## src/sv/ssms_pkg.sv

```systemverilog
`timescale 1ns / 1ps
// ----------------------------------------------------------------------------
// ssms_pkg: shared definitions for the shared-store multi-stack core
// Widths of the transaction fields, default sizes and the command and status
// codes.
// ----------------------------------------------------------------------------
package ssms_pkg;

  localparam int NUM_STACKS_DEF  = 4;
  localparam int STORE_DEPTH_DEF = 16;

  localparam int DATA_W     = 32;
  localparam int STACK_ID_W = 2;
  localparam int STATUS_W   = 2;

  localparam logic CMD_PUSH = 1'b0;
  localparam logic CMD_POP  = 1'b1;

  localparam logic [STATUS_W-1:0] STATUS_OK        = 2'd0;
  localparam logic [STATUS_W-1:0] STATUS_OVERFLOW  = 2'd1;
  localparam logic [STATUS_W-1:0] STATUS_UNDERFLOW = 2'd2;

endpackage

```

## src/sv/ssms_ram.sv

```systemverilog
`timescale 1ns / 1ps
// ----------------------------------------------------------------------------
// ssms_ram: generic simple dual-port RAM
// One write port and one read port; read data is registered and holds its
// value until the next read.
// ----------------------------------------------------------------------------
module ssms_ram #(
  parameter int WIDTH = 32,
  parameter int DEPTH = 16,
  localparam int AW = (DEPTH > 1) ? $clog2(DEPTH) : 1
) (
  input  logic             clk,
  input  logic             we,
  input  logic [AW-1:0]    waddr,
  input  logic [WIDTH-1:0] wdata,
  input  logic             re,
  input  logic [AW-1:0]    raddr,
  output logic [WIDTH-1:0] rdata
);

  logic [WIDTH-1:0] mem [DEPTH];

  always_ff @(posedge clk) begin
    if (we) begin
      mem[waddr] <= wdata;
    end
    if (re) begin
      rdata <= mem[raddr];
    end
  end

endmodule

```

## src/sv/shared_store_multi_stack_core.sv

```systemverilog
`timescale 1ns / 1ps
// ----------------------------------------------------------------------------
// shared_store_multi_stack_core: several LIFO stacks in one shared store
// Stacks are linked chains in a slot memory; free slots form a linked free
// list. Push and pop each return one result transaction.
// ----------------------------------------------------------------------------
// Usage: a push, or any command that is rejected (overflow, underflow, or a
// stack id at or above NUM_STACKS), runs the idle and top-pointer steps before
// the next acceptance; a successful pop adds a slot read step. The steps follow
// the dependent memory reads: the stack top pointer comes from one memory, and
// a pop must then read the data and link of that slot from the slot memory.
// The result sits in an output register, so a new command is accepted while
// the previous result waits; a result that cannot be delivered holds the core
// in its last step. No clearing pass is needed after reset: never-used slots
// are tracked by a fill count and stack tops by valid bits.
// ----------------------------------------------------------------------------
module shared_store_multi_stack_core
  import ssms_pkg::*;
#(
  parameter int NUM_STACKS  = NUM_STACKS_DEF,
  parameter int STORE_DEPTH = STORE_DEPTH_DEF
) (
  input  logic                       clk,
  input  logic                       rst,
  input  logic                       cmd_valid,
  output logic                       cmd_ready,
  input  logic                       command,
  input  logic [STACK_ID_W-1:0]      stack_id,
  input  logic signed [DATA_W-1:0]   value,
  output logic                       rsp_valid,
  input  logic                       rsp_ready,
  output logic signed [DATA_W-1:0]   data,
  output logic [STATUS_W-1:0]        status,
  output logic                       store_full,
  output logic                       stack_empty
);

  localparam int PW  = $clog2(STORE_DEPTH + 1);
  localparam int AW  = $clog2(STORE_DEPTH);
  localparam int SIW = (NUM_STACKS > 1) ? $clog2(NUM_STACKS) : 1;
  localparam int SW  = DATA_W + PW;
  localparam logic [PW-1:0] NIL = PW'(STORE_DEPTH);

  typedef enum logic [2:0] {
    ST_IDLE = 3'b001,
    ST_TOP  = 3'b010,
    ST_SLOT = 3'b100
  } state_t;

  state_t state, state_next;

  logic                     cmd_q;
  logic [SIW-1:0]           sid_q;
  logic                     sid_ok_q;
  logic [DATA_W-1:0]        value_q;
  logic [PW-1:0]            pop_slot;
  logic [PW-1:0]            pop_slot_next;
  logic [PW-1:0]            free_head, free_head_next;
  logic [PW-1:0]            fresh, fresh_next;
  logic [NUM_STACKS-1:0]    top_valid, top_valid_next;

  logic                     top_we, top_re;
  logic [SIW-1:0]           top_raddr;
  logic [PW-1:0]            top_wdata, top_rdata;
  logic                     slot_we, slot_re;
  logic [AW-1:0]            slot_waddr, slot_raddr;
  logic [SW-1:0]            slot_wdata, slot_rdata;

  logic                     res_load;
  logic [DATA_W-1:0]        res_data;
  logic [STATUS_W-1:0]      res_status;
  logic                     res_empty;

  logic                     accept;
  logic                     rsp_free;
  logic [SIW-1:0]           sid_idx;
  logic                     sid_ok;
  logic [PW-1:0]            top_ptr;
  logic [PW-1:0]            head_link;
  logic [PW-1:0]            slot_link;

  assign sid_idx   = SIW'(stack_id);
  assign sid_ok    = ({{(32-STACK_ID_W){1'b0}}, stack_id} < 32'(NUM_STACKS));
  assign cmd_ready = (state == ST_IDLE);
  assign accept    = cmd_valid && cmd_ready;
  assign rsp_free  = !rsp_valid || rsp_ready;

  assign top_ptr   = top_valid[sid_q] ? top_rdata : NIL;
  // A slot never taken before holds no stored link; its link to the next slot is taken as fresh + 1.
  assign head_link = (free_head == fresh) ? (fresh + PW'(1)) : slot_rdata[PW-1:0];
  assign slot_link = slot_rdata[PW-1:0];

  ssms_ram #(
    .WIDTH(PW),
    .DEPTH(NUM_STACKS)
  ) u_top_ram (
    .clk  (clk),
    .we   (top_we),
    .waddr(sid_q),
    .wdata(top_wdata),
    .re   (top_re),
    .raddr(top_raddr),
    .rdata(top_rdata)
  );

  ssms_ram #(
    .WIDTH(SW),
    .DEPTH(STORE_DEPTH)
  ) u_slot_ram (
    .clk  (clk),
    .we   (slot_we),
    .waddr(slot_waddr),
    .wdata(slot_wdata),
    .re   (slot_re),
    .raddr(slot_raddr),
    .rdata(slot_rdata)
  );

  always_comb begin
    state_next     = state;
    free_head_next = free_head;
    fresh_next     = fresh;
    top_valid_next = top_valid;
    pop_slot_next  = pop_slot;
    top_re         = 1'b0;
    top_raddr      = sid_idx;
    top_we         = 1'b0;
    top_wdata      = free_head;
    slot_re        = 1'b0;
    slot_raddr     = free_head[AW-1:0];
    slot_we        = 1'b0;
    slot_waddr     = free_head[AW-1:0];
    slot_wdata     = {value_q, top_ptr};
    res_load       = 1'b0;
    res_data       = '0;
    res_status     = STATUS_OK;
    res_empty      = 1'b1;

    case (state)
      ST_IDLE: begin
        if (accept) begin
          top_re  = sid_ok;
          // Fetch the free head's link now; a push needs it in the top-pointer step.
          slot_re = (free_head != NIL);
          state_next = ST_TOP;
        end
      end
      ST_TOP: begin
        if (!sid_ok_q) begin
          if (rsp_free) begin
            res_load   = 1'b1;
            res_data   = (cmd_q == CMD_POP) ? '1 : '0;
            res_status = (cmd_q == CMD_POP) ? STATUS_UNDERFLOW : STATUS_OVERFLOW;
            state_next = ST_IDLE;
          end
        end else if (cmd_q == CMD_PUSH) begin
          if (rsp_free) begin
            res_load = 1'b1;
            state_next = ST_IDLE;
            if (free_head == NIL) begin
              res_status = STATUS_OVERFLOW;
              res_empty  = (top_ptr == NIL);
            end else begin
              slot_we   = 1'b1;
              top_we    = 1'b1;
              top_valid_next[sid_q] = 1'b1;
              free_head_next = head_link;
              if (free_head == fresh) begin
                fresh_next = fresh + PW'(1);
              end
              res_empty = 1'b0;
            end
          end
        end else begin
          if (top_ptr == NIL) begin
            if (rsp_free) begin
              res_load   = 1'b1;
              res_data   = '1;
              res_status = STATUS_UNDERFLOW;
              state_next = ST_IDLE;
            end
          end else begin
            slot_re       = 1'b1;
            slot_raddr    = top_ptr[AW-1:0];
            pop_slot_next = top_ptr;
            state_next    = ST_SLOT;
          end
        end
      end
      ST_SLOT: begin
        if (rsp_free) begin
          res_load   = 1'b1;
          res_data   = slot_rdata[SW-1:PW];
          res_empty  = (slot_link == NIL);
          top_we     = 1'b1;
          top_wdata  = slot_link;
          slot_we    = 1'b1;
          slot_waddr = pop_slot[AW-1:0];
          slot_wdata = {slot_rdata[SW-1:PW], free_head};
          free_head_next = pop_slot;
          state_next = ST_IDLE;
        end
      end
      default: begin
        state_next = ST_IDLE;
      end
    endcase
  end

  always_ff @(posedge clk) begin
    if (rst) begin
      state     <= ST_IDLE;
      free_head <= '0;
      fresh     <= '0;
      top_valid <= '0;
      rsp_valid <= 1'b0;
    end else begin
      state     <= state_next;
      free_head <= free_head_next;
      fresh     <= fresh_next;
      top_valid <= top_valid_next;
      if (res_load) begin
        rsp_valid <= 1'b1;
      end else if (rsp_ready) begin
        rsp_valid <= 1'b0;
      end
    end
  end

  always_ff @(posedge clk) begin
    pop_slot <= pop_slot_next;
    if (accept) begin
      cmd_q    <= command;
      sid_q    <= sid_idx;
      sid_ok_q <= sid_ok;
      value_q  <= value;
    end
    if (res_load) begin
      data        <= res_data;
      status      <= res_status;
      store_full  <= (free_head_next == NIL);
      stack_empty <= res_empty;
    end
  end

  a_free_head_range: assert property (@(posedge clk) disable iff (rst)
    free_head <= NIL)
    else $error("free list head out of range");

  a_fresh_implies_free: assert property (@(posedge clk) disable iff (rst)
    fresh != NIL |-> free_head != NIL)
    else $error("unused slots remain but the free list is empty");

  a_underflow_result: assert property (@(posedge clk) disable iff (rst)
    rsp_valid && status == STATUS_UNDERFLOW |-> stack_empty && data == '1)
    else $error("underflow result without empty stack and all-ones data");

  a_slot_only_pop: assert property (@(posedge clk) disable iff (rst)
    state == ST_SLOT |-> cmd_q == CMD_POP && sid_ok_q)
    else $error("slot read step entered for a command other than a valid pop");

  a_result_hold: assert property (@(posedge clk) disable iff (rst)
    rsp_valid && !rsp_ready |=> !$past(res_load) || $past(rsp_free))
    else $error("result overwritten while waiting");

endmodule
```

## config.mk

```make
export PLATFORM = sky130hd
export DESIGN_NAME = shared_store_multi_stack_core
export DESIGN_NICKNAME = d
export VERILOG_FILES = /design/src/sv/ssms_pkg.sv /design/src/sv/ssms_ram.sv /design/src/sv/shared_store_multi_stack_core.sv
export SDC_FILE = /design/constraint.sdc
export NUM_CORES = 1
export LEC_CHECK = 0
export ABC_AREA = 1
export BUFFER_PORTS_ARGS = -buffer_cell sky130_fd_sc_hd__buf_4
export CAP_MARGIN = 20
export CELL_PAD_IN_SITES_DETAIL_PLACEMENT = 1
export CELL_PAD_IN_SITES_GLOBAL_PLACEMENT = 1
export CORE_ASPECT_RATIO = 1.5
export CORE_MARGIN = 8
export CORE_UTILIZATION = 50
export DETAILED_ROUTE_END_ITERATION = 7
export PLACE_DENSITY = 0.86
export SLEW_MARGIN = 0
export SYNTH_ARGS = -nofsm -noshare
export SYNTH_HDL_FRONTEND = slang
export SYNTH_SLANG_ARGS = --single-unit
```

## constraint.sdc

```tcl
create_clock -name clk -period 4.3 [get_ports clk]
set_clock_uncertainty 0.05 [all_clocks]
set_input_delay 0.86 -clock clk [delete_from_list [all_inputs] [get_ports clk]]
set_output_delay 0.86 -clock clk [all_outputs]
set_load 0.005 [all_outputs]
```

==> run metrics, run 1 <==
maximum number of pins on one net before global-route repair=131; first-pass iteration count of the detailed router=5; largest fanout on the critical path=70; initial antenna violation count=2; Mapped Avg Cell Area=10.6 µm²; data required time of the worst path=4.63 ns; # nets final=approximately 3200; setup slack of the most critical reg-to-reg path=0.40 ns; Peak VDD IR=roughly 0.00033 V; largest buffer count on any clock path=3; post-cts hold buffer count=0; post-route fraction of the period consumed by the critical path=90.6%; FF-to-FF path depth=15; actual slew at the worst max-slew pin=0.967 ns; Post-DRT Antenna Nets=0; die extent in x=224 µm; type of the worst min-delay path=in -> reg; number of enable-type register cells in the synthesized netlist=between 700 and 800; die height=around 330 µm; combined area of all synthesized cells=32500 µm²; Initial Utilization=50.5%; final count of pins violating max slew=0; run status=finished clean; global-route congestion overflow total=0; endpoint of the worst setup timing path=u_slot_ram.rdata[16]; number of endpoints failing setup at the final stage=0; final std cells w/o fill=4071; maxcap violations=0; CTS Root Cell=sky130_fd_sc_hd__clkbuf_16; clock latency of the later-clocked register in the worst-skew pair=0.63 ns; total clock buffers created by CTS=72; flops & latches, synth=748; share of final-layout standard cells stronger than drive strength 1=9.81%; combined global-route utilization of all metal layers=28.9%; synthesized netlist cell count=3059; power density of the placed cells=423 nW/µm²; half-perimeter wire length after detailed placement=about 58 mm; summed negative setup slack over all endpoints=0 ns; total number of placement rows=about 110; antenna diode instance count=0; Leakage Power=approximately 16 nW; number of hold-slack violations in the final timing report=0; Synth Flop Type=sky130_fd_sc_hd__edfxtp_1; number of distinct library cells after synthesis=36; detailed-route vias per instance=5.89; critical path launch point=sid_q[0]; Layout area overhead=12.9%; routed len/inst=26.2 µm; count of pins on the block boundary=77; count of unresolved DRC violations after routing=0; clock slew seen by the registers of the worst setup and hold paths=roughly 0.070 ns; number of inserted filler cells in the final layout=6730; Cells after DPL=3943; net count after synthesis=3099; Setup Crit Path Kind=reg -> reg; clock tree from TritonCTS=built; via total after detailed routing=24000; FFs w/ async S/R, synth=0%; Routability Congestion=between 0.9 and 1; post-cts resize count=0; first-pass GRT wire length=160 mm; overall power consumption=0.0155 W; R2R Path Start=sid_q[0]; worst rel slew slack=approximately 36%; Yosys warning total=0; capture instance of the worst register-to-register path=u_slot_ram.rdata[16]; RSZ-0062 raised after global routing=false; count of input and output buffers=76; portion of the post-synthesis area used by sequential elements=roughly two thirds; kind of end point of the critical path=flop; number of clock sinks=748; Clock H-tree levels=3; post-CTS setup buffers=0; placeable core area=64300 µm²; DRT Wirelength=107 mm; fin crit period=3.90 ns; Die Area=73500 µm²; Critical Path AT=4.22 ns; via count of the first global-routing pass=~27000; Critical Path Start Type=flop; Highest Clock Rate=about 260 MHz; Iter 0 DRT Violations=2429
## power breakdown
group	leakage, nW	switching [W]	internal (W)
clock network	1.09	0.00279	0.00348
registers	6.77	0.0000633	0.00823
logic	7.66	0.000706	0.000242
## per-stage QoR
| step | setup WS [ns] | cell area [µm²] | hold slack [ns] | utilization (%) |
|---|---|---|---|---|
| floorplan | 0.252 | 32500 | 0.380 | - |
| global placement | 0.540 | 34400 | 0.402 | 53.4 |
| detailed placement | 0.559 | 34400 | 0.412 | 53.4 |
| CTS | 0.457 | 36600 | 0.320 | 56.9 |
| global route | 0.241 | 36600 | 0.339 | 56.9 |
| finish | 0.404 | 36600 | 0.355 | 56.9 |
## final cells by class
| cell class | instances | area [µm²] | area share, % |
|---|---|---|---|
| flip-flops and latches | 748 | 22300 | 60.8 |
| multi-input cells | 1479 | 6980 | 19.1 |
| inverters | 673 | 2530 | 6.90 |
| clock buffers | 96 | 1980 | 5.40 |
| repair buffers | 174 | 1520 | 4.15 |
| well taps | 870 | 1090 | 2.97 |
| clock inverters | 31 | 262 | 0.714 |
## state kept, by name, indices dropped and copies added, names as in the netlist
register,cells
store_full,1
value_q,32
data,32
cmd_q,1
u_top_ram.mem,20
status,2
sid_q,2
free_head,5
u_slot_ram.mem,592
stack_empty,1
state,3
u_top_ram.rdata,5
fresh,5
top_valid,4
u_slot_ram.rdata,37
pop_slot,5
rsp_valid,1
## kinds of logic (layout without fill, tap and decap cells)
| group | count (synthesis) | after routing | share of synthesized area [%] |
|---|---|---|---|
| buffers and inverters | 832 | 974 | 10.5 |
| adder cells (fa/ha/maj) | 1 | 1 | 0.0385 |
| XOR/XNOR | 5 | 5 | 0.135 |
| flip-flops | 748 | 748 | 68.6 |
| AND/OR/NAND/NOR | 1345 | 1345 | 18.6 |
| AO/OA/AOI/OAI | 128 | 128 | 2.10 |
## worst max-delay path: stages, from the launching register on
cell,delay (ns)
sky130_fd_sc_hd__edfxtp_1,0.48
sky130_fd_sc_hd__inv_2,0.08
sky130_fd_sc_hd__nand2_1,0.08
sky130_fd_sc_hd__nand2_1,0.07
sky130_fd_sc_hd__nand2_2,0.07
sky130_fd_sc_hd__nand2_4,0.08
sky130_fd_sc_hd__o31ai_1,0.09
sky130_fd_sc_hd__nand2_2,0.19
sky130_fd_sc_hd__nand3_4,0.14
sky130_fd_sc_hd__buf_4,0.71
sky130_fd_sc_hd__buf_4,0.78
sky130_fd_sc_hd__nand3_1,0.22
sky130_fd_sc_hd__nand3_1,0.17
sky130_fd_sc_hd__nand3_1,0.11
sky130_fd_sc_hd__nand3_1,0.16
sky130_fd_sc_hd__nand2_1,0.10
## metal layers
layer	GRT usage, %	routed length (µm)
met5	0	0
met4	20.7	8020
met3	5.16	8140
met2	50.9	54400
met1	30.9	36100
## placed cells by master, fill, tap and decap left out, types with 3 or more instances in the layout
cell type                   instances
sky130_fd_sc_hd__inv_1            666
sky130_fd_sc_hd__buf_4            157
sky130_fd_sc_hd__nand4_1            4
sky130_fd_sc_hd__a21oi_1           17
sky130_fd_sc_hd__nor3_1            10
sky130_fd_sc_hd__nand3_1          715
sky130_fd_sc_hd__inv_2              5
sky130_fd_sc_hd__o22ai_1            8
sky130_fd_sc_hd__buf_12            17
sky130_fd_sc_hd__nor2_4            17
sky130_fd_sc_hd__bufinv_16          4
sky130_fd_sc_hd__nand2_1          537
sky130_fd_sc_hd__xor2_1             4
sky130_fd_sc_hd__clkinv_1          12
sky130_fd_sc_hd__o21ai_0           88
sky130_fd_sc_hd__nand2_4            4
sky130_fd_sc_hd__o21a_1             3
sky130_fd_sc_hd__clkinv_2          13
sky130_fd_sc_hd__edfxtp_1         730
sky130_fd_sc_hd__clkbuf_1          20
sky130_fd_sc_hd__clkbuf_16         76
sky130_fd_sc_hd__nand2_2            7
sky130_fd_sc_hd__o21ai_4            4
sky130_fd_sc_hd__nor2_1            43
sky130_fd_sc_hd__dfxtp_1           18
## worst min-delay path by stage
stage | start | endpoint | slack (ns) | cells after the start
global placement | top_valid[2] | top_valid[2] | 0.40 | 1
CTS | value[22] | value_q[22] | 0.32 | 1
floorplan | top_valid[0] | top_valid[0] | 0.38 | 2
global route | value[22] | value_q[22] | 0.34 | 1
detailed placement | top_valid[3] | top_valid[3] | 0.41 | 1
finish | value[22] | value_q[22] | 0.35 | 1
## cell usage after synthesis, types with 15 or more instances
| cell | number | share of area [%] |
|---|---|---|
| sky130_fd_sc_hd__nand2_1 | 540 | 6.2 |
| sky130_fd_sc_hd__inv_1 | 667 | 7.7 |
| sky130_fd_sc_hd__clkbuf_1 | 45 | 0.52 |
| sky130_fd_sc_hd__nor2_1 | 60 | 0.69 |
| sky130_fd_sc_hd__buf_4 | 21 | 0.49 |
| sky130_fd_sc_hd__buf_2 | 71 | 1.1 |
| sky130_fd_sc_hd__nand3_1 | 718 | 11 |
| sky130_fd_sc_hd__dfxtp_1 | 18 | 1.1 |
| sky130_fd_sc_hd__o21ai_0 | 90 | 1.4 |
| sky130_fd_sc_hd__buf_6 | 15 | 0.52 |
| sky130_fd_sc_hd__edfxtp_1 | 730 | 68 |
| sky130_fd_sc_hd__a21oi_1 | 17 | 0.26 |
(Power assumes the default switching activity.)
==> run 2: changes to the inputs <==
CORE_MARGIN = not set   (was 8)
CORE_UTILIZATION = 40   (was 50)
PLACE_DENSITY = 0.73   (was 0.86)
SYNTH_HIERARCHICAL = 1   (was not set)
==> run 2 against run 1 <==
Effect of this change:
- clock-buffer cell count down 1
- cell count up 2.5%
- die area grew 10%
- hold slack improved by 0.014 ns
- global-route usage fell by 5.9 points
- sequential cell count did not move
- sequential share of layout area up 0.59 points
- via count shrank 8.5%
- critical path depth did not move
- largest power group unchanged
- design area down 0.96%
- register-to-register slack better by 0.28 ns
- worst setup slack better by 0.28 ns
==> run metrics, run 2 <==
area used by sequential logic in the layout=22300 µm² (unchanged); post-cts hold buffer count=0 (unchanged); total clock buffers created by CTS=72 (unchanged); fin crit period=3.62 ns (was 3.90 ns); Synth top cells by count=sky130_fd_sc_hd__nand2_1 (916), sky130_fd_sc_hd__edfxtp_1 (730), sky130_fd_sc_hd__inv_1 (539), sky130_fd_sc_hd__nand3_1 (466), sky130_fd_sc_hd__buf_2 (77) (was sky130_fd_sc_hd__edfxtp_1 (730), sky130_fd_sc_hd__nand3_1 (718), sky130_fd_sc_hd__inv_1 (667), sky130_fd_sc_hd__nand2_1 (540), sky130_fd_sc_hd__o21ai_0 (90)); maxcap violations=0 (unchanged); first-pass GRT wire length=138 mm (was 160 mm); detailed-route vias per instance=5.26 (was 5.89); most frequent standard cell in the layout excluding fill and tap cells=sky130_fd_sc_hd__nand2_1 (was sky130_fd_sc_hd__edfxtp_1); area share of the largest cell type after synthesis=68.7% (was 67.5%); run status=finished clean (unchanged); Critical Path AT=3.93 ns (was 4.22 ns); number of distinct library cells after synthesis=37 (was 36); largest fanout on the critical path=171 (was 70); Setup Crit Path Kind=reg -> reg (unchanged); Synth Flop Type=sky130_fd_sc_hd__edfxtp_1 (unchanged); crit-path leading delay family=simple AND/OR/NAND/NOR gates (was buffers and inverters); FFs w/ async S/R, synth=0% (unchanged); number of clock sinks=748 (unchanged); total number of placement rows=126 (was 114); buffering stage count on the worst path with inverters included=1 (was 3); Initial Utilization=40.5% (was 50.5%); type of the worst min-delay path=in -> reg (unchanged); CTS Root Cell=sky130_fd_sc_hd__clkbuf_16 (unchanged); overall power consumption=0.0148 W (was 0.0155 W); most used standard cell by instance count after synthesis=sky130_fd_sc_hd__nand2_1 (was sky130_fd_sc_hd__edfxtp_1); post-CTS setup buffers=0 (unchanged); data required time of the worst path=4.61 ns (was 4.63 ns); Iter 0 DRT Violations=1617 (was 2429); Peak VDD IR=0.000222 V (was 0.000334 V); via count of the first global-routing pass=23300 (was 26700); Top Registers=u_slot_ram/mem: 592 flops, u_slot_ram/rdata: 37 flops (was u_slot_ram.mem: 592 flops, u_slot_ram.rdata: 37 flops); cell type of the slowest stage on the worst timing path=sky130_fd_sc_hd__buf_12 (was sky130_fd_sc_hd__buf_4); largest buffer count on any clock path=3 (unchanged); post-synthesis cell type with the largest combined area=sky130_fd_sc_hd__edfxtp_1 (unchanged); Setup WS pre-CTS=0.739 ns (was 0.559 ns); clock latency of the later-clocked register in the worst-skew pair=0.61 ns (was 0.63 ns); Critical Path Start Type=flop (unchanged); half-perimeter wire length after detailed placement=51.5 mm (was 58.2 mm); number of inserted filler cells in the final layout=8524 (was 6730); final count of pins violating max slew=0 (unchanged); portion of the post-synthesis area used by sequential elements=69.9% (was 68.6%); register containing the most flip-flops in the final layout=u_slot_ram/mem (was u_slot_ram.mem); number of hold-slack violations in the final timing report=0 (unchanged); Routability Congestion=0.827 (was 0.905); combined area of all synthesized cells=31900 µm² (was 32500 µm²); post-route fraction of the period consumed by the critical path=84.2% (was 90.6%); Leakage Power=15.0 nW (was 15.5 nW); die extent in x=233 µm (was 224 µm); power density of the placed cells=408 nW/µm² (was 423 nW/µm²); flops & latches, synth=748 (unchanged); share of final-layout standard cells stronger than drive strength 1=10.2% (was 9.81%); cell seen most often among critical-path stages=sky130_fd_sc_hd__nand2_1 (was sky130_fd_sc_hd__nand3_1); Largest register FFs=592 (unchanged); synthesized netlist cell count=2994 (was 3059); die height=348 µm (was 328 µm); number of enable-type register cells in the synthesized netlist=730 (unchanged); worst rel slew slack=38.7% (was 35.6%); first-pass iteration count of the detailed router=5 (unchanged); Mapped Avg Cell Area=10.7 µm² (was 10.6 µm²); kind of end point of the critical path=flop (unchanged); combined global-route utilization of all metal layers=22.9% (was 28.9%); routed len/inst=22.2 µm (was 26.2 µm); count of input and output buffers=76 (unchanged); net count after synthesis=3034 (was 3099); Synth area leaders=sky130_fd_sc_hd__edfxtp_1 (69%), sky130_fd_sc_hd__nand2_1 (11%), sky130_fd_sc_hd__nand3_1 (7.3%), sky130_fd_sc_hd__inv_1 (6.3%), sky130_fd_sc_hd__buf_2 (1.2%) (was sky130_fd_sc_hd__edfxtp_1 (68%), sky130_fd_sc_hd__nand3_1 (11%), sky130_fd_sc_hd__inv_1 (7.7%), sky130_fd_sc_hd__nand2_1 (6.2%), sky130_fd_sc_hd__o21ai_0 (1.4%)); CP max stage delay=0.60 ns (was 0.78 ns); # nets final=3133 (was 3188); Die Area=80900 µm² (was 73500 µm²); actual slew at the worst max-slew pin=0.912 ns (was 0.967 ns); commonest cells after routing, fill and taps aside=sky130_fd_sc_hd__nand2_1 (914), sky130_fd_sc_hd__edfxtp_1 (730), sky130_fd_sc_hd__inv_1 (537) (was sky130_fd_sc_hd__edfxtp_1 (730), sky130_fd_sc_hd__nand3_1 (715), sky130_fd_sc_hd__inv_1 (666)); Yosys warning total=6 (was 0); post-cts resize count=0 (unchanged); number of endpoints failing setup at the final stage=0 (unchanged); Clock H-tree levels=3 (unchanged); maximum number of pins on one net before global-route repair=172 (was 131); setup slack of the critical path after layout=0.679 ns (was 0.404 ns); placeable core area=78800 µm² (was 64300 µm²); summed negative setup slack over all endpoints=0 ns (unchanged); count of pins on the block boundary=77 (unchanged); area of combinational cells with multiple inputs=6930 µm² (was 6980 µm²); via total after detailed routing=21900 (was 24000); RSZ-0062 raised after global routing=false (unchanged); initial antenna violation count=2 (unchanged); DRT Wirelength=92.7 mm (was 107 mm); Layout area overhead=13.7% (was 12.9%); Highest Clock Rate=276 MHz (was 257 MHz); ordered cell list for the critical path=o21ai_0 -> nand2_1 -> nand2_2 -> o31ai_1 -> nand2_2 -> nand2_2 -> nor2_4 -> nand2_1 -> o21ai_4 -> buf_12 -> nand2_1 -> nand3_1 -> nand3_1 -> nand3_1 -> nand2_1 (was inv_2 -> nand2_1 -> nand2_1 -> nand2_2 -> nand2_4 -> o31ai_1 -> nand2_2 -> nand3_4 -> buf_4 -> buf_4 -> nand3_1 -> nand3_1 -> nand3_1 -> nand3_1 -> nand2_1); global-route congestion overflow total=0 (unchanged); final cell utilization of the core=46.0% (was 56.9%); clock slew seen by the registers of the worst setup and hold paths=0.06 ns (was 0.07 ns); Post-DRT Antenna Nets=0 (unchanged); count of unresolved DRC violations after routing=0 (unchanged); clock tree from TritonCTS=built (unchanged)
-- run 2: changes by cell type after synthesis, moves of 8 or more --
cell                       previous run  this run
sky130_fd_sc_hd__o22ai_1              8         0
sky130_fd_sc_hd__nand2_1            540       916
sky130_fd_sc_hd__nand3_1            718       466
sky130_fd_sc_hd__inv_1              667       539
sky130_fd_sc_hd__clkbuf_1            45        24
sky130_fd_sc_hd__nor2_1              60        33
sky130_fd_sc_hd__o21ai_0             90        73
-- run 2: logic make-up (layout without fill, tap and decap cells) --
group / count (synthesis) / after routing / share of synthesized area, %
AOI/OAI and AO/OA: 101 / 101 / 1.66
xor gates and xnor gates: 4 / 4 / 0.110
adders and majority gates: 1 / 1 / 0.0392
buffers and inverters: 689 / 842 / 8.96
DFF: 748 / 748 / 69.9
other: 0 / 1 / 0
and+or+nand+nor: 1451 / 1451 / 19.4
-- run 2: routing by layer --
metal,vias to the layer above,track usage [%],part of all wire (%)
met4,0,9.39,3.5
li1,9909,-,-
met3,210,3.28,5.6
met2,703,41.8,53
met5,-,0,0
met1,11100,26.7,38
-- run 2: final cells by class --
cell class | instances | area share [%]
Tap cell | 1024 | 3.53
Clock buffer | 95 | 5.58
Antenna cell | 1 | 0.00690
Multi-Input combinational cell | 1557 | 19.1
Inverter | 551 | 5.73
Sequential cell | 748 | 61.4
Timing Repair Buffer | 163 | 3.89
Clock inverter | 33 | 0.745
-- run 2: worst register-to-register path: cells and delay by family, from the launching register on --
family                 cells  cell delay, ns
AND/OR/NAND/NOR           11            1.74
buffers and inverters      1            0.60
flip-flops                 1            0.49
AO/OA/AOI/OAI              3            0.48
-- run 2: metrics by stage --
step	instances	hold WS, ns	area (µm²)
after floorplan	2994	0.381	31900
after global placement	4040	0.392	34000
after detailed placement	4043	0.404	34000
after CTS	4171	0.331	36300
after global routing	4172	0.343	36300
final	4172	0.369	36300
-- run 2: power by group --
part           internal, W  switching, W  leakage (nW)
sequential         0.00808     0.0000332          6.67
combinational     0.000118      0.000305          7.23
clock              0.00356       0.00269          1.13
-- run 2: final timing paths --
path,startpoint,to,slack [ns],cells after the start
worst min-delay path,value[30],value_q[30],0.37,1
worst max register to register,sid_q[0],u_slot_ram/rdata[31],0.68,15
worst min register to register,top_valid[2],top_valid[2],0.41,2
worst max-delay path,sid_q[0],u_slot_ram/rdata[31],0.68,15
==> run 3: changes to the inputs <==
ABC_AREA = 0   (was 1)
PLACE_DENSITY = 0.68   (was 0.73)
clock period = 3.76 ns   (was 4.3 ns; I/O delays follow)
==> run 3 against run 2 <==
Effect of this change:
- the flow now finishes with violations (DRC)
- hold slack got worse by 0.10 ns
- sequential power grew 14%
- clock power up 8.0%
- combinational power decreased by 21%
- via count fell by 36%
- critical endpoint is now u_slot_ram/rdata[34]
==> run metrics, run 3 <==
run status=finished with violations (was finished clean); violations in the final reports=DRC; Setup Crit Path Kind=reg -> reg (unchanged); first-pass GRT wire length=100 mm (was 138 mm); die height=328 µm (was 348 µm); number of distinct library cells after synthesis=53 (was 37); Critical Path AT=3.86 ns (was 3.93 ns); maxcap violations=0 (unchanged); total number of placement rows=119 (was 126); ordered cell list for the critical path=mux4_2 -> a21boi_4 -> nand3_1 -> buf_4 -> o21ai_0 -> nor2_4 -> buf_4 -> a22oi_1 -> nand2_1 (was o21ai_0 -> nand2_1 -> nand2_2 -> o31ai_1 -> nand2_2 -> nand2_2 -> nor2_4 -> nand2_1 -> o21ai_4 -> buf_12 -> nand2_1 -> nand3_1 -> nand3_1 -> nand3_1 -> nand2_1); via count of the first global-routing pass=15300 (was 23300); combined area of all synthesized cells=28400 µm² (was 31900 µm²); Initial Utilization=40.4% (was 40.5%); maximum number of pins on one net before global-route repair=44 (was 172); setup slack of the most critical reg-to-reg path=0.20 ns (was 0.68 ns); FF-to-FF path depth=9 (was 15); Largest register FFs=592 (unchanged); final cell utilization of the core=46.9% (was 46.0%); number of enable-type register cells in the synthesized netlist=730 (unchanged); combined global-route utilization of all metal layers=19.4% (was 22.9%); number of endpoints failing setup at the final stage=0 (unchanged); clock slew seen by the registers of the worst setup and hold paths=0.06 ns (about the same); CP max stage delay=0.70 ns (was 0.60 ns); proportion of power drawn by flip-flops and latches=56.6% (was 54.9%); portion of the post-synthesis area used by sequential elements=78.4% (was 69.9%); capture instance of the worst register-to-register path=u_slot_ram/rdata[34] (was u_slot_ram/rdata[31]); type of the worst min-delay path=in -> reg (unchanged); critical path launch point=sid_q[0] (unchanged); WHS=0.268 ns (was 0.369 ns); placeable core area=70300 µm² (was 78800 µm²); Layout area overhead=15.9% (was 13.7%); clock tree from TritonCTS=built (unchanged); Leakage Power=10.8 nW (was 15.0 nW); Critical Path Start Type=flop (unchanged); Yosys warning total=6 (unchanged); cell seen most often among critical-path stages=sky130_fd_sc_hd__buf_4 (was sky130_fd_sc_hd__nand2_1); first-pass iteration count of the detailed router=7 (was 5); worst rel slew slack=40.3% (was 38.7%); post-route fraction of the period consumed by the critical path=94.8% (was 84.2%); largest buffer count on any clock path=3 (unchanged); Highest Clock Rate=281 MHz (was 276 MHz); register containing the most flip-flops in the final layout=u_slot_ram/mem (unchanged); combinational power share=2.0% (was 2.9%); area share of the largest cell type after synthesis=77.2% (was 68.7%); routed len/inst=27.1 µm (was 22.2 µm); Cell Int Power=0.0131 W (was 0.0118 W); count of input and output buffers=76 (unchanged); share of final-layout standard cells stronger than drive strength 1=26.8% (was 10.2%); count of unresolved DRC violations after routing=6 (was 0); most frequent standard cell in the layout excluding fill and tap cells=sky130_fd_sc_hd__edfxtp_1 (was sky130_fd_sc_hd__nand2_1); power density of the placed cells=496 nW/µm² (was 408 nW/µm²); dominant combinational cell family by area after synthesis=multiplexers (was simple AND/OR/NAND/NOR gates); Iter 0 DRT Violations=1261 (was 1617); Top Registers=u_slot_ram/mem: 592 flops, u_slot_ram/rdata: 37 flops (unchanged); DRT Wirelength=68.0 mm (was 92.7 mm); total clock buffers created by CTS=69 (was 72); largest fanout on the critical path=21 (was 171); detailed-route vias per instance=5.58 (was 5.26); post-synthesis cell type with the largest combined area=sky130_fd_sc_hd__edfxtp_1 (unchanged); XOR/XNOR share of the synthesized area=0.370% (was 0.110%); Synth area leaders=sky130_fd_sc_hd__edfxtp_1 (77%), sky130_fd_sc_hd__mux4_2 (12%), sky130_fd_sc_hd__nand2_1 (2.8%), sky130_fd_sc_hd__a22oi_1 (2.0%), sky130_fd_sc_hd__dfxtp_1 (1.3%) (was sky130_fd_sc_hd__edfxtp_1 (69%), sky130_fd_sc_hd__nand2_1 (11%), sky130_fd_sc_hd__nand3_1 (7.3%), sky130_fd_sc_hd__inv_1 (6.3%), sky130_fd_sc_hd__buf_2 (1.2%)); fraction of power spent switching nets=19.8% (was 20.5%); via total after detailed routing=14000 (was 21900); initial antenna violation count=1 (was 2); commonest cells after routing, fill and taps aside=sky130_fd_sc_hd__edfxtp_1 (730), sky130_fd_sc_hd__nand2_1 (213), sky130_fd_sc_hd__mux4_2 (154) (was sky130_fd_sc_hd__nand2_1 (914), sky130_fd_sc_hd__edfxtp_1 (730), sky130_fd_sc_hd__inv_1 (537)); number of clock sinks=748 (unchanged); clock share of power=41.3% (was 42.3%); cell type of the slowest stage on the worst timing path=sky130_fd_sc_hd__o21ai_0 (was sky130_fd_sc_hd__buf_12); number of hold-slack violations in the final timing report=0 (unchanged); fin crit period=3.56 ns (was 3.62 ns); die extent in x=220 µm (was 233 µm); Peak VDD IR=0.000346 V (was 0.000222 V); area of combinational cells with multiple inputs=5860 µm² (was 6930 µm²); Die Area=72100 µm² (was 80900 µm²); flops & latches, synth=748 (unchanged); power dissipated by switching net loads=0.00323 W (was 0.00303 W); RSZ-0062 raised after global routing=false (unchanged); Routability Congestion=0.762 (was 0.827); actual slew at the worst max-slew pin=0.887 ns (was 0.912 ns); Post-DRT Antenna Nets=0 (unchanged); count of pins on the block boundary=77 (unchanged); clock latency of the later-clocked register in the worst-skew pair=0.61 ns (about the same); synthesized netlist cell count=1407 (was 2994); post-synthesis simple-gate area fraction=4.46% (was 19.4%); Clock H-tree levels=3 (unchanged); endpoint of the worst setup timing path=u_slot_ram/rdata[34] (was u_slot_ram/rdata[31]); global-route congestion overflow total=0 (unchanged); antenna diode instance count=0 (was 1); half-perimeter wire length after detailed placement=37.7 mm (was 51.5 mm); number of inserted filler cells in the final layout=6485 (was 8524); area used by sequential logic in the layout=22300 µm² (unchanged); final count of pins violating max slew=0 (unchanged); Mapped Avg Cell Area=20.2 µm² (was 10.7 µm²); Synth Area in Compound Gates=2.82% (was 1.66%); CTS Root Cell=sky130_fd_sc_hd__clkbuf_16 (unchanged); data required time of the worst path=4.06 ns (was 4.61 ns); net count after synthesis=1447 (was 3034); # nets final=1594 (was 3133); kind of end point of the critical path=flop (unchanged); Synth Flop Type=sky130_fd_sc_hd__edfxtp_1 (unchanged); adder and majority gate portion of the synthesized area=0.0440% (was 0.0392%); FFs w/ async S/R, synth=0% (unchanged); share of cell area taken by muxes after synthesis=12.3% (was 0%); instance count along the most critical hold path=1 (unchanged); Synth top cells by count=sky130_fd_sc_hd__edfxtp_1 (730), sky130_fd_sc_hd__nand2_1 (214), sky130_fd_sc_hd__mux4_2 (154), sky130_fd_sc_hd__a22oi_1 (74), sky130_fd_sc_hd__nor2_1 (32) (was sky130_fd_sc_hd__nand2_1 (916), sky130_fd_sc_hd__edfxtp_1 (730), sky130_fd_sc_hd__inv_1 (539), sky130_fd_sc_hd__nand3_1 (466), sky130_fd_sc_hd__buf_2 (77)); most used standard cell by instance count after synthesis=sky130_fd_sc_hd__edfxtp_1 (was sky130_fd_sc_hd__nand2_1); R2R Path Start=sid_q[0] (unchanged)
run 3: cell types whose count changed after synthesis, moves of 9 or more:
| cell | before | now |
|---|---|---|
| sky130_fd_sc_hd__nand3_1 | 466 | 6 |
| sky130_fd_sc_hd__mux4_2 | 0 | 154 |
| sky130_fd_sc_hd__nand2_1 | 916 | 214 |
| sky130_fd_sc_hd__buf_2 | 77 | 9 |
| sky130_fd_sc_hd__a21oi_1 | 16 | 7 |
| sky130_fd_sc_hd__inv_1 | 539 | 11 |
| sky130_fd_sc_hd__buf_1 | 7 | 16 |
| sky130_fd_sc_hd__a22oi_1 | 1 | 74 |
| sky130_fd_sc_hd__o21ai_0 | 73 | 12 |
run 3: worst min path at each step:
stage                             from      endpoint
after CTS                    value[22]   value_q[22]
after global routing         value[31]   value_q[31]
after floorplan           top_valid[2]  top_valid[2]
after detailed placement  top_valid[3]  top_valid[3]
after global placement    top_valid[2]  top_valid[2]
final                         value[1]    value_q[1]
run 3: power groups by stage:
stage / combinational (W) / clock, W / sequential [W]
finish: 0.000334 / 0.00675 / 0.00924
global route: 0.000370 / 0.00719 / 0.00924
CTS: 0.000341 / 0.00693 / 0.00925
detailed placement: 0.000341 / 0 / 0.00942
global placement: 0.000324 / 0 / 0.00942
floorplan: 0.000190 / 0 / 0.00941
run 3: per-layer routing:
metal / vias up / global-route usage, % / share of wire (%)
met3: 117 / 2.95 / 5.4
met5: - / 0 / 0
met1: 7464 / 24.9 / 40
li1: 5963 / - / -
met2: 440 / 33.3 / 52
met4: 0 / 7.06 / 2.9
run 3: worst max-delay path: cells and delay by family (launching register included):
kind	cells	cell delay (ns)
AO/OA/AOI/OAI	3	1.19
buffers and inverters	2	0.59
AND/OR/NAND/NOR	3	0.53
flip-flops	1	0.47
multiplexers	1	0.43
run 3: cell families after synthesis:
kind of cell / count (synthesis)
flops: 748
xor+xnor: 12
fa+ha+maj: 1
mux: 157
buf+inv: 80
compound gates: 111
simple gates: 298
run 3: timing repair:
item / 4_1_cts / 5_1_grt
gates resized for setup: 0 / 1
setup buffers: 0 / 3
setup endpoints to repair: 0 / 6
hold buffers: 0 / 0
run 3: stage by stage:
| stage | std cells | total power (W) | setup slack [ns] | area, µm² | TNS, ns |
|---|---|---|---|---|---|
| 2_1_floorplan | 1407 | 0.00960 | -1.04 | 28400 | -186.57 |
| 3_3_place_gp | 2387 | 0.00975 | 0.262 | 30800 | 0 |
| 3_5_place_dp | 2387 | 0.00977 | 0.163 | 30800 | 0 |
| 4_1_cts | 2504 | 0.0165 | 0.120 | 32900 | 0 |
| 5_1_grt | 2507 | 0.0168 | 0.0468 | 32900 | 0 |
| 6_report | 2507 | 0.0163 | 0.197 | 32900 | 0 |
run 3: area by class of cell:
type | instances | share of cell area, %
Clock buffer | 81 | 5.57
Clock inverter | 36 | 0.938
Inverter | 11 | 0.125
Multi-Input combinational cell | 579 | 17.8
Sequential cell | 748 | 67.6
Tap cell | 907 | 3.45
Timing Repair Buffer | 145 | 4.47
